## config.mk

```make
export PLATFORM = sky130hd
export DESIGN_NAME = semantic_version_validator_unit
export DESIGN_NICKNAME = d
export VERILOG_FILES = /design/src/rtl/svv_pkg.sv /design/src/rtl/svv_front.sv /design/src/rtl/svv_fifo.sv /design/src/rtl/svv_back.sv /design/src/rtl/semantic_version_validator_unit.sv
export SDC_FILE = /design/constraint.sdc
export NUM_CORES = 1
export LEC_CHECK = 0
export ABC_AREA = 1
export BUFFER_PORTS_ARGS = -buffer_cell sky130_fd_sc_hd__buf_2
export CAP_MARGIN = 20
export CORE_MARGIN = 5
export CORE_UTILIZATION = 50
export DETAILED_ROUTE_END_ITERATION = 6
export PLACE_DENSITY = 0.73
export SYNTH_ARGS = -nofsm -noshare
export SYNTH_HDL_FRONTEND = slang
export SYNTH_SLANG_ARGS = --single-unit
```

## constraint.sdc

```tcl
create_clock -name clk_i -period 3.2 [get_ports clk_i]
set_input_delay 0.64 -clock clk_i [delete_from_list [all_inputs] [get_ports clk_i]]
set_output_delay 0.64 -clock clk_i [all_outputs]
set_load 0.02 [all_outputs]
```

## src/rtl/svv_pkg.sv

```systemverilog
// Shared types, constants and the character classifier for the semantic
// version validator. No dependencies.
package svv_pkg;

  localparam int unsigned ADDR_W   = 3;
  localparam int unsigned DATA_W   = 32;
  localparam int unsigned LEN_W    = 16;
  localparam int unsigned COMP_W   = 3;
  localparam int unsigned FIFO_DEPTH = 2;
  localparam int unsigned PTR_W    = $clog2(FIFO_DEPTH);
  localparam int unsigned CNT_W    = $clog2(FIFO_DEPTH + 1);

  // register index, taken from paddr[2]
  localparam logic [0:0] REG_MAX_LENGTH = 1'b0;

  localparam logic [LEN_W-1:0]  MAX_LENGTH_RESET = 16'd64;
  localparam logic [COMP_W-1:0] CORE_PARTS       = 3'd3;
  localparam logic [COMP_W-1:0] CORE_PARTS_SAT   = 3'd7;

  typedef enum logic [2:0] {
    CLS_ZERO,
    CLS_DIGIT,
    CLS_ALPHA,
    CLS_HYPHEN,
    CLS_PLUS,
    CLS_DOT,
    CLS_OTHER
  } cls_e;

  typedef struct packed {
    cls_e cls;
    logic has_char;
    logic last;
  } item_t;

  function automatic cls_e classify(input logic [7:0] c);
    cls_e r;
    r = CLS_OTHER;
    if (c == 8'h30) begin
      r = CLS_ZERO;
    end else if (c >= 8'h31 && c <= 8'h39) begin
      r = CLS_DIGIT;
    end else if ((c >= 8'h41 && c <= 8'h5A) || (c >= 8'h61 && c <= 8'h7A)) begin
      r = CLS_ALPHA;
    end else if (c == 8'h2D) begin
      r = CLS_HYPHEN;
    end else if (c == 8'h2B) begin
      r = CLS_PLUS;
    end else if (c == 8'h2E) begin
      r = CLS_DOT;
    end
    return r;
  endfunction

endpackage

```

## src/rtl/svv_front.sv

```systemverilog
// Front end: accepts characters and registers them with their class.
// Depends on svv_pkg.
module svv_front (
  input  logic              clk_i,
  input  logic              rst_ni,
  input  logic              in_valid_i,
  output logic              in_stall_o,
  input  logic [7:0]        character_i,
  input  logic              has_char_i,
  input  logic              last_i,
  input  logic              q_full_i,
  output logic              q_push_o,
  output svv_pkg::item_t    q_data_o
);

  logic           valid_q, valid_d;
  svv_pkg::item_t item_q;
  logic           accept;

  assign in_stall_o = valid_q && q_full_i;
  assign accept     = in_valid_i && !in_stall_o;
  assign q_push_o   = valid_q && !q_full_i;
  assign q_data_o   = item_q;

  always_comb begin
    valid_d = valid_q;
    if (accept) begin
      valid_d = 1'b1;
    end else if (q_push_o) begin
      valid_d = 1'b0;
    end
  end

  always_ff @(posedge clk_i or negedge rst_ni) begin
    if (!rst_ni) begin
      valid_q <= 1'b0;
    end else begin
      valid_q <= valid_d;
    end
  end

  always_ff @(posedge clk_i) begin
    if (accept) begin
      item_q.cls      <= svv_pkg::classify(character_i);
      item_q.has_char <= has_char_i;
      item_q.last     <= last_i;
    end
  end

endmodule

```

## src/rtl/svv_fifo.sv

```systemverilog
// Short queue of classified transactions between front and back.
// Depends on svv_pkg.
module svv_fifo (
  input  logic              clk_i,
  input  logic              rst_ni,
  input  logic              push_i,
  input  svv_pkg::item_t    data_i,
  output logic              full_o,
  input  logic              pop_i,
  output logic              valid_o,
  output svv_pkg::item_t    data_o
);

  svv_pkg::item_t                   mem_q [svv_pkg::FIFO_DEPTH];
  logic [svv_pkg::PTR_W-1:0]        wr_ptr_q, rd_ptr_q;
  logic [svv_pkg::CNT_W-1:0]        count_q, count_d;

  assign full_o  = (count_q == svv_pkg::CNT_W'(svv_pkg::FIFO_DEPTH));
  assign valid_o = (count_q != '0);
  assign data_o  = mem_q[rd_ptr_q];

  always_comb begin
    count_d = count_q;
    if (push_i && !pop_i) begin
      count_d = count_q + 1'b1;
    end else if (pop_i && !push_i) begin
      count_d = count_q - 1'b1;
    end
  end

  always_ff @(posedge clk_i or negedge rst_ni) begin
    if (!rst_ni) begin
      wr_ptr_q <= '0;
      rd_ptr_q <= '0;
      count_q  <= '0;
    end else begin
      if (push_i) begin
        wr_ptr_q <= (wr_ptr_q == svv_pkg::PTR_W'(svv_pkg::FIFO_DEPTH - 1)) ? '0
                                                                            : wr_ptr_q + 1'b1;
      end
      if (pop_i) begin
        rd_ptr_q <= (rd_ptr_q == svv_pkg::PTR_W'(svv_pkg::FIFO_DEPTH - 1)) ? '0
                                                                            : rd_ptr_q + 1'b1;
      end
      count_q <= count_d;
    end
  end

  always_ff @(posedge clk_i) begin
    if (push_i) begin
      mem_q[wr_ptr_q] <= data_i;
    end
  end

endmodule

```

## src/rtl/svv_back.sv

```systemverilog
// Back end: string state machine over classified characters, verdict
// register on the output channel. Depends on svv_pkg.
module svv_back (
  input  logic                        clk_i,
  input  logic                        rst_ni,
  input  logic                        item_valid_i,
  input  svv_pkg::item_t              item_i,
  output logic                        item_pop_o,
  input  logic [svv_pkg::LEN_W-1:0]   max_length_i,
  output logic                        out_valid_o,
  input  logic                        out_stall_i,
  output logic                        valid_res_o
);

  typedef enum logic [1:0] {
    SEC_CORE,
    SEC_PRE,
    SEC_BUILD
  } sec_e;

  sec_e                        sec_q, sec_d;
  logic [svv_pkg::COMP_W-1:0]  comp_q, comp_d, comp_end;
  logic [1:0]                  len_q, len_d;
  logic                        sz_q, sz_d;
  logic                        ad_q, ad_d;
  logic                        fail_q, fail_d;
  logic [svv_pkg::LEN_W-1:0]   cnt_q, cnt_d;
  logic                        out_valid_q, out_valid_d;
  logic                        res_q, res_d;
  logic                        out_free;
  logic                        is_digit, is_ident;

  function automatic logic piece_ok(input sec_e s, input logic [1:0] len,
                                    input logic sz, input logic ad);
    logic ok;
    ok = 1'b1;
    if (len == 2'd0) begin
      ok = 1'b0;
    end else if (s != SEC_BUILD && ad && len == 2'd2 && sz) begin
      ok = 1'b0;
    end
    return ok;
  endfunction

  function automatic logic [svv_pkg::COMP_W-1:0] comp_inc(
      input logic [svv_pkg::COMP_W-1:0] v);
    return (v == svv_pkg::CORE_PARTS_SAT) ? v : v + 1'b1;
  endfunction

  assign out_free    = !out_valid_q || !out_stall_i;
  assign item_pop_o  = item_valid_i && (!item_i.last || out_free);
  assign out_valid_o = out_valid_q;
  assign valid_res_o = res_q;

  assign is_digit = item_i.cls inside {svv_pkg::CLS_ZERO, svv_pkg::CLS_DIGIT};
  assign is_ident = is_digit ||
                    (item_i.cls inside {svv_pkg::CLS_ALPHA, svv_pkg::CLS_HYPHEN});

  always_comb begin
    sec_d       = sec_q;
    comp_d      = comp_q;
    len_d       = len_q;
    sz_d        = sz_q;
    ad_d        = ad_q;
    fail_d      = fail_q;
    cnt_d       = cnt_q;
    comp_end    = comp_q;
    res_d       = res_q;
    out_valid_d = out_valid_q && out_stall_i;

    if (item_pop_o) begin
      if (item_i.has_char) begin
        if (cnt_q == '1) begin
          fail_d = 1'b1;
        end else begin
          cnt_d = cnt_q + 1'b1;
        end
        if (cnt_d > max_length_i) begin
          fail_d = 1'b1;
        end

        case (sec_q)
          SEC_CORE: begin
            if (is_digit) begin
              if (len_q == 2'd0) sz_d = (item_i.cls == svv_pkg::CLS_ZERO);
              if (len_q != 2'd2) len_d = len_q + 1'b1;
            end else if (item_i.cls == svv_pkg::CLS_DOT) begin
              if (!piece_ok(sec_q, len_q, sz_q, ad_q)) fail_d = 1'b1;
              comp_d = comp_inc(comp_q);
              if (comp_d >= svv_pkg::CORE_PARTS) fail_d = 1'b1;
              len_d = 2'd0;
              sz_d  = 1'b0;
              ad_d  = 1'b1;
            end else if (item_i.cls inside {svv_pkg::CLS_HYPHEN, svv_pkg::CLS_PLUS}) begin
              if (!piece_ok(sec_q, len_q, sz_q, ad_q)) fail_d = 1'b1;
              comp_d = comp_inc(comp_q);
              if (comp_d != svv_pkg::CORE_PARTS) fail_d = 1'b1;
              sec_d = (item_i.cls == svv_pkg::CLS_HYPHEN) ? SEC_PRE : SEC_BUILD;
              len_d = 2'd0;
              sz_d  = 1'b0;
              ad_d  = 1'b1;
            end else begin
              fail_d = 1'b1;
            end
          end
          SEC_PRE, SEC_BUILD: begin
            if (item_i.cls == svv_pkg::CLS_DOT) begin
              if (!piece_ok(sec_q, len_q, sz_q, ad_q)) fail_d = 1'b1;
              len_d = 2'd0;
              sz_d  = 1'b0;
              ad_d  = 1'b1;
            end else if (item_i.cls == svv_pkg::CLS_PLUS) begin
              if (sec_q == SEC_BUILD) begin
                fail_d = 1'b1;
              end else begin
                if (!piece_ok(sec_q, len_q, sz_q, ad_q)) fail_d = 1'b1;
                sec_d = SEC_BUILD;
                len_d = 2'd0;
                sz_d  = 1'b0;
                ad_d  = 1'b1;
              end
            end else if (is_ident) begin
              if (len_q == 2'd0) sz_d = (item_i.cls == svv_pkg::CLS_ZERO);
              if (!is_digit) ad_d = 1'b0;
              if (len_q != 2'd2) len_d = len_q + 1'b1;
            end else begin
              fail_d = 1'b1;
            end
          end
          default: begin
            fail_d = 1'b1;
          end
        endcase
      end

      if (item_i.last) begin
        if (cnt_d == '0) fail_d = 1'b1;
        if (sec_d == SEC_CORE) begin
          if (!piece_ok(sec_d, len_d, sz_d, ad_d)) fail_d = 1'b1;
          comp_end = comp_inc(comp_d);
          if (comp_end != svv_pkg::CORE_PARTS) fail_d = 1'b1;
        end else if (!piece_ok(sec_d, len_d, sz_d, ad_d)) begin
          fail_d = 1'b1;
        end
        res_d       = !fail_d;
        out_valid_d = 1'b1;
        // string done: back to the start of a new one
        sec_d  = SEC_CORE;
        comp_d = '0;
        len_d  = 2'd0;
        sz_d   = 1'b0;
        ad_d   = 1'b1;
        fail_d = 1'b0;
        cnt_d  = '0;
      end
    end
  end

  always_ff @(posedge clk_i or negedge rst_ni) begin
    if (!rst_ni) begin
      sec_q       <= SEC_CORE;
      comp_q      <= '0;
      len_q       <= 2'd0;
      sz_q        <= 1'b0;
      ad_q        <= 1'b1;
      fail_q      <= 1'b0;
      cnt_q       <= '0;
      out_valid_q <= 1'b0;
    end else begin
      sec_q       <= sec_d;
      comp_q      <= comp_d;
      len_q       <= len_d;
      sz_q        <= sz_d;
      ad_q        <= ad_d;
      fail_q      <= fail_d;
      cnt_q       <= cnt_d;
      out_valid_q <= out_valid_d;
    end
  end

  always_ff @(posedge clk_i) begin
    res_q <= res_d;
  end

`ifndef SYNTH
  a_result_from_last: assert property (@(posedge clk_i) disable iff (!rst_ni)
    $rose(out_valid_o) |-> $past(item_pop_o && item_i.last))
    else $error("result without an end-of-string transaction");

  a_clear_after_last: assert property (@(posedge clk_i) disable iff (!rst_ni)
    (item_pop_o && item_i.last) |=> (cnt_q == '0 && sec_q == SEC_CORE && !fail_q))
    else $error("string state not cleared after verdict");

  a_suffix_needs_core: assert property (@(posedge clk_i) disable iff (!rst_ni)
    (sec_q != SEC_CORE && !fail_q) |-> (comp_q == svv_pkg::CORE_PARTS))
    else $error("suffix section entered with incomplete core");

  a_len_sat: assert property (@(posedge clk_i) disable iff (!rst_ni)
    len_q != 2'd3)
    else $error("identifier length went past saturation");
`endif

endmodule

```

## src/rtl/semantic_version_validator_unit.sv

```systemverilog
// The verdict passes through the front register, the FIFO and the verdict register
// after the end-of-string transaction is accepted. Throughput: one character per cycle
// sustained while the verdict output is not stalled, held by the back end's state update.
// Reset: asynchronous, active low; string state cleared, max_length = 64,
// no clearing pass. Top level; depends on svv_pkg, svv_front, svv_fifo, svv_back.
module semantic_version_validator_unit (
  input  logic                          clk_i,
  input  logic                          rst_ni,
  input  logic                          in_valid_i,
  output logic                          in_stall_o,
  input  logic [7:0]                    character_i,
  input  logic                          has_char_i,
  input  logic                          last_i,
  output logic                          out_valid_o,
  input  logic                          out_stall_i,
  output logic                          valid_res_o,
  input  logic                          psel,
  input  logic                          penable,
  input  logic                          pwrite,
  input  logic [svv_pkg::ADDR_W-1:0]    paddr,
  input  logic [svv_pkg::DATA_W-1:0]    pwdata,
  output logic [svv_pkg::DATA_W-1:0]    prdata,
  output logic                          pready
);

  logic [svv_pkg::LEN_W-1:0] max_length_q;
  logic                      cfg_wr;
  logic                      q_full, q_push, q_valid, q_pop;
  svv_pkg::item_t            q_in, q_out;

  assign pready = 1'b1;
  assign cfg_wr = psel && penable && pwrite && (paddr[2:2] == svv_pkg::REG_MAX_LENGTH);
  assign prdata = (paddr[2:2] == svv_pkg::REG_MAX_LENGTH)
                ? {{(svv_pkg::DATA_W - svv_pkg::LEN_W){1'b0}}, max_length_q}
                : '0;

  always_ff @(posedge clk_i or negedge rst_ni) begin
    if (!rst_ni) begin
      max_length_q <= svv_pkg::MAX_LENGTH_RESET;
    end else if (cfg_wr) begin
      max_length_q <= pwdata[svv_pkg::LEN_W-1:0];
    end
  end

  svv_front u_front (
    .clk_i       (clk_i),
    .rst_ni      (rst_ni),
    .in_valid_i  (in_valid_i),
    .in_stall_o  (in_stall_o),
    .character_i (character_i),
    .has_char_i  (has_char_i),
    .last_i      (last_i),
    .q_full_i    (q_full),
    .q_push_o    (q_push),
    .q_data_o    (q_in)
  );

  svv_fifo u_fifo (
    .clk_i   (clk_i),
    .rst_ni  (rst_ni),
    .push_i  (q_push),
    .data_i  (q_in),
    .full_o  (q_full),
    .pop_i   (q_pop),
    .valid_o (q_valid),
    .data_o  (q_out)
  );

  svv_back u_back (
    .clk_i        (clk_i),
    .rst_ni       (rst_ni),
    .item_valid_i (q_valid),
    .item_i       (q_out),
    .item_pop_o   (q_pop),
    .max_length_i (max_length_q),
    .out_valid_o  (out_valid_o),
    .out_stall_i  (out_stall_i),
    .valid_res_o  (valid_res_o)
  );

endmodule

```

==> impl_results.md, run 1 <==
- Critical Path Most Common Cell: nand2_1
- CP Launch Type: flip-flop
- F_max: 342 MHz
- CTS HTree Levels: 3
- Total CTS buffers: 9
- Sequential Power Share: 28.8%
- HPWL after DPL: 8200 µm
- Clk_skew: 0.00882 ns
- Synth Instances: 657
- DRT antenna net count: 0
- Final setup fails: 0
- Final worst slack: 0.274 ns
- Max-slew violations: 0
- Num Clock Sinks: 64
- Hold Crit Class: in -> async
- Pre-CTS WS: 0.327 ns
- Antenna Cells: 0
- P_sw: 2.07 mW
- Nets: 782
- Adder-Cell Fraction of Synth Area: 6.65%
- DR vias/cell: 5.28
- Pleak: 2.76 nW
- Vias in the first global route: 4,273
- Critical path peak fanout: 23
- Register-to-Register Setup Slack: 0.27 ns
- Crit path kind: reg -> reg
- Area Overhead vs Synth: 10.4%
- Clock-pin slew on the worst setup and hold paths: 0.08 ns
- Crit-path slowest cell: dfrtp_1
- Top FF cell, synth: dfrtp_1
- WL per Instance: 13.3 µm
- Largest net degree at the start of global routing: 49
- Die area: 11,400 µm²
- Post-CTS setup buffer count: 0
- Multiplexer share of the synthesized area: 0%
- CORE AREA: 9200 µm²
- Slew headroom: 65.6%
- Ys async rst share: 75.0%
- CTS Buffer Depth: 2
- Fin. Hold Viols: 0
- Post-synthesis xor/xnor area fraction: 1.68%
- Crit path required time: 3.41 ns
- Die X: 107 µm
- R2r startpoint: u_back.cnt_q[0]
- Status: finished clean
- Initial Util: 51.2%
- Comb pwr share: 53.3%
- Cts hold-fix bufs: 0
- Port bufs: 52
- Number of synthesized flops with an enable pin: 16
- Clk_lat worst skew: 0.35 ns
- Min Tclk post-route: 2.93 ns
- Reg2reg path depth: 17
- Final global-route overflow total: 0
- Flops & latches, synth: 64
- Pwr Density: 841 nW/µm²
- Crit path DAT: 3.14 ns
- Vert. Die Dim: 107 µm
- Clock share of power: 17.9%
- Unique masters post-synth: 46
- Final wirelength: 10,900 µm
- Total Routing Usage GR: 20.2%
- 1st-pass router iterations: 5
- Max-cap violations: 0
- Switching share of total power: 47.5%
- Iter 0 DRT Violations: 244
- Cell row count: 35
- Residual DRC count: 0
- Final setup TNS: 0 ns
- Cell internal pwr: 2.29 mW
- Kind of end point of the critical path: flip-flop
- Slew @ Worst Pin: 0.514 ns
- Clock root buffer: clkbuf_8
- First-pass GRT wire length: 19,000 µm
- Post-CTS Resized: 0
- Fin crit share: 91.5%
- Compound-Gate Fraction of Synth Area: 10.7%
- Via count: 4,332
- # IOs: 88
- Ys Warns: 0
- Largest family of logic cells by synthesized area: simple AND/OR/NAND/NOR gates
- Worst r2r dst: u_back.valid_res_o
- Part of the Yosys area used for sequential elements: 35.8%
- RSZ-0062 raised after global routing: no
- Mapped Avg Cell Area: 7.16 µm²
- Simple-gate area share of the yosys netlist: 32.2%
- Synth Cell Area: 4700 µm²
- Fraction of layout cells with a size suffix above 1: 15.5%
- Antenna violations before repair: 0
- Tot Pwr: 4.37 mW
- Placer Congestion: 0.936
- Crit-path cells: ha_1 > inv_2 > nor2_4 > nand2_4 > nor2_8 > inv_4 > nand2_2 > nand2_1 > ha_1 > nand2_1 > nor3_1 > nand2_1 > a21oi_1 > nand2_1 > nand2_1 > a21oi_1 > nor2_2
- Max stage delay on crit path: 0.48 ns
- CTS tree: done
- VDD IR max: 0.556 mV
==> Yosys cell counts (8+ instances only) <==
library cell | number | area share, %
buf_4 | 18 | 2.9
nand2_2 | 8 | 1.1
edfxtp_1 | 16 | 10
nand2_1 | 169 | 13
o22ai_1 | 19 | 2.5
nand3_1 | 45 | 4.8
ha_1 | 25 | 6.6
nand4_1 | 11 | 1.5
dfrtp_1 | 46 | 24
inv_1 | 85 | 6.8
nor3_1 | 9 | 0.96
a21oi_1 | 31 | 3.3
nor2_1 | 78 | 6.2
o21ai_0 | 22 | 2.3
==> cell type report <==
class | count | area, µm²
Tap cell | 111 | 139
Clock buffer | 9 | 124
Timing Repair Buffer | 56 | 310
Inverter | 95 | 367
Multi-Input combinational cell | 479 | 2470
Sequential cell | 64 | 1680
Fill cell | 869 | 4000
Clock inverter | 7 | 95.1
==> worst max-delay path: cells and delay by family, from the launching register on <==
kind	cells	cell delay, ns
AO/OA/AOI/OAI	2	0.30
flip-flops	1	0.48
buffers and inverters	2	0.18
AND/OR/NAND/NOR	11	1.32
adder cells (fa/ha/maj)	2	0.50
==> registers in the layout, summed over array words and instances (netlist names), 2 cells and up <==
| register | cells |
|---|---|
| u_fifo.mem_q | 10 |
| u_front.q_data_o | 5 |
| u_back.sec_q | 2 |
| u_back.cnt_q | 16 |
| u_fifo.count_q | 2 |
| max_length_q | 16 |
| u_back.len_q | 2 |
| u_back.comp_q | 3 |
==> worst max-delay path by stage <==
stage | startpoint | end | slack, ns | cells after the start
2_1_floorplan | u_back.cnt_q[0] | u_back.valid_res_o | 0.58 | 23
3_3_place_gp | u_back.cnt_q[0] | u_back.valid_res_o | 0.39 | 17
3_5_place_dp | u_back.cnt_q[0] | u_back.valid_res_o | 0.33 | 17
4_1_cts | u_back.cnt_q[0] | u_back.valid_res_o | 0.30 | 17
5_1_grt | u_back.cnt_q[0] | u_back.valid_res_o | 0.03 | 17
6_report | u_back.cnt_q[0] | u_back.valid_res_o | 0.27 | 17
==> kinds of logic after synthesis <==
kind of cell | after synthesis
fa+ha+maj | 25
compound gates | 89
simple gates | 339
flops | 64
other cells | 2
xor+xnor | 9
buf+inv | 129
==> cell usage in the layout (no fill, tap or decap), types with 3 or more instances in the layout <==
master	n
nor2_4	3
inv_2	7
ha_1	25
o21ai_0	22
conb_1	17
buf_2	52
nand2_2	8
edfxtp_1	16
nand4_1	11
o22ai_1	19
clkbuf_8	9
nand2_1	169
nor3_1	9
nand2_4	3
a21oi_1	31
o21ai_1	7
nand3_1	45
xor2_1	7
nor2_1	78
nand3_2	3
inv_1	85
nor2_2	3
dfrtp_1	46
==> power groups by stage <==
stage / Clock (mW) / Sequential, mW / Combinational (mW)
finish: 0.781 / 1.26 / 2.33
global route: 0.835 / 1.29 / 2.67
CTS: 0.794 / 1.26 / 2.31
detailed placement: 0 / 1.27 / 2.30
global placement: 0 / 1.26 / 2.22
floorplan: 0 / 1.23 / 1.87
==> per-layer routing <==
layer / up-vias / share of wire, % / track usage, % / routed length, µm
li1: 2182 / - / - / -
met1: 2000 / 45 / 26.6 / 4980
met2: 131 / 48 / 34.0 / 5240
met3: 19 / 4.9 / 2.83 / 539
met4: 0 / 1.7 / 6.76 / 186
met5: - / 0 / 0 / 0
==> stage by stage <==
stage / utilization [%] / hold slack (ns) / instances / area, µm²
floorplan: - / 0.344 / 672 / 4760
global placement: 53.7 / 0.422 / 803 / 4940
detailed placement: 53.7 / 0.436 / 803 / 4940
CTS: 56.1 / 0.454 / 819 / 5160
global route: 56.5 / 0.203 / 821 / 5190
finish: 56.5 / 0.190 / 821 / 5190
(Power assumes the default switching activity.)
==> inputs of run 2 (changes only) <==
GPL_TIMING_DRIVEN = 0   (was not set)
SKIP_CTS_REPAIR_TIMING = 1   (was not set)
TNS_END_PERCENT = 1   (was not set)
==> run 2 against run 1 <==
Compared with the run above: sequential share of layout area down 1.7 points; critical path depth rose by 6; non-clock buffer count increased by 34; sequential power hardly changed; first-iteration DRC count increased by 21%; global-route usage increased by 1.2 points; utilization rose by 3.1 points; clock skew shrank 0.0038 ns; wire length increased by 6.7%; largest cell class unchanged.
==> impl_results.md, run 2 (same netlist as run 1, synthesis figures left out) <==
- Commonest cells after routing, fill and taps aside: nand2_1, inv_1, nor2_1
- Largest net degree at the start of global routing: 49
- Die area: 11,400 µm²
- Vert. Die Dim: 107 µm
- Cell family with most CP delay: simple AND/OR/NAND/NOR gates
- Clock-pin slew on the worst setup and hold paths: 0.08 ns
- Num Clock Sinks: 64
- Antenna Cells: 0
- Nets: 816
- # IOs: 88
- Critical Path Most Common Cell: nand2_1
- DR vias/cell: 5.29
- Crit path DAT: 3.08 ns
- Tot Pwr: 4.69 mW
- HPWL after DPL: 8820 µm
- Most common cell after layout, fill and taps aside: nand2_1
- WL per Instance: 13.7 µm
- Pleak: 2.94 nW
- Min Tclk post-route: 2.97 ns
- Stages on the worst setup path: 23
- Fraction of layout cells with a size suffix above 1: 18.8%
- Final setup fails: 0
- VDD IR max: 0.537 mV
- Reg2reg path depth: 23
- Placer Congestion: 0.946
- Crit path buffers/inverters: 5
- RSZ-0062 raised after global routing: no
- CP Launch Type: flip-flop
- Vias in the first global route: 4,394
- Regs by FF count: max_length_q x16, u_back.cnt_q x16, u_fifo.mem_q x10
- Crit path kind: reg -> reg
- Final global-route overflow total: 0
- Hold Crit Class: in -> async
- Area occupied by multi-input gates: 2480 µm²
- Status: finished clean
- Final wirelength: 11,700 µm
- First-pass GRT wire length: 19,700 µm
- Antenna violations before repair: 0
- Clk_lat worst skew: 0.36 ns
- Pwr Density: 855 nW/µm²
- Crit-path slowest cell: dfrtp_2
- Fin crit share: 92.8%
- Max-slew violations: 0
- Initial Util: 51.2%
- Critical path peak fanout: 10
- Total CTS buffers: 9
- Fillers: 831
- Die X: 107 µm
- Max stage delay on crit path: 0.42 ns
- Area Overhead vs Synth: 16.5%
- CTS tree: done
- Via count: 4,519
- DRT antenna net count: 0
- Max-cap violations: 0
- CTS Buffer Depth: 2
- Kind of end point of the critical path: flip-flop
- Port bufs: 51
- 1st-pass router iterations: 5
- Crit-path cells: ha_1 > clkbuf_4 > inv_2 > nor2_4 > nand2_4 > nor2_8 > inv_4 > buf_6 > nand2_2 > nand2_1 > ha_1 > inv_1 > a21oi_1 > o21ai_1 > nand2_1 > nand2_1 > nand2_1 > nand2_1 > a21oi_1 > nand2_1 > nand2_1 > a21oi_1 > nor2_2
- Register area: 1690 µm²
- Residual DRC count: 0
- Fin. Hold Viols: 0
- Final setup TNS: 0 ns
- Clk_skew: 0.00505 ns
- CTS HTree Levels: 3
- F_max: 337 MHz
- Final worst slack: 0.232 ns
- Cell row count: 35
- Pre-CTS WS: 0.0844 ns
- Fin util: 59.6%
- Iter 0 DRT Violations: 295
- CORE AREA: 9200 µm²
- Total Routing Usage GR: 21.3%
- Clock root buffer: clkbuf_8
- Crit path required time: 3.31 ns
run 2: cell count changes in the layout (fill, tap and decap cells not counted), moves of 2 or more:
cell,previous run,this run
buf_6,0,3
bufinv_16,2,4
clkbuf_1,0,6
buf_2,52,56
buf_4,2,22
run 2: worst reg2reg max path, cell delays in order, from the launching register on:
cell	delay, ns
dfrtp_2	0.42
ha_1	0.16
clkbuf_4	0.18
inv_2	0.05
nor2_4	0.17
nand2_4	0.10
nor2_8	0.17
inv_4	0.08
buf_6	0.15
nand2_2	0.07
nand2_1	0.06
ha_1	0.18
inv_1	0.05
a21oi_1	0.06
o21ai_1	0.12
nand2_1	0.07
nand2_1	0.09
nand2_1	0.06
nand2_1	0.06
a21oi_1	0.08
nand2_1	0.07
nand2_1	0.06
a21oi_1	0.15
nor2_2	0.06
run 2: worst paths after layout:
kind                                           from                  to  slack [ns]
worst max-delay path                u_back.cnt_q[0]  u_back.valid_res_o        0.23
worst min-delay path                         rst_ni     max_length_q[0]        0.17
worst max register to register      u_back.cnt_q[0]  u_back.valid_res_o        0.23
worst min register to register  u_front.q_data_o[0]  u_fifo.mem_q[0][0]        0.46
max in group asynchronous                    rst_ni         u_back.ad_q        2.47
min in group clk_i              u_front.q_data_o[0]  u_fifo.mem_q[0][0]        0.46
run 2: area by class of cell:
type                            count  share of cell area (%)
Sequential cell                    64                    30.8
Tap cell                          111                    2.53
Timing Repair Buffer               56                    5.57
Multi-Input combinational cell    479                    45.2
Clock buffer                        9                    2.26
Buffer                             34                    4.36
Inverter                           95                    6.69
Clock inverter                      7                    2.60
run 2: per-layer routing:
| layer | GRT usage [%] | wire [µm] | up-vias |
|---|---|---|---|
| met2 | 35.4 | 5490 | 160 |
| met5 | 0 | 0 | - |
| met1 | 28.0 | 5200 | 2085 |
| met4 | 8.31 | 272 | 0 |
| li1 | - | - | 2246 |
| met3 | 3.19 | 716 | 28 |
run 2: power by group:
part           leakage [nW]  total, mW  internal, mW  switching (mW)
Clock                 0.134      0.950         0.599           0.351
Sequential            0.731       1.23          1.08           0.148
Combinational          2.07       2.50         0.857            1.65
Total                  2.94       4.69          2.54            2.15
run 2: through the flow:
stage / instances / hold WS [ns] / instance area (µm²)
2_1_floorplan: 672 / 0.344 / 4760
3_3_place_gp: 834 / 0.423 / 5150
4_1_cts: 850 / 0.454 / 5420
3_5_place_dp: 834 / 0.442 / 5150
5_1_grt: 855 / 0.179 / 5480
6_report: 855 / 0.165 / 5480
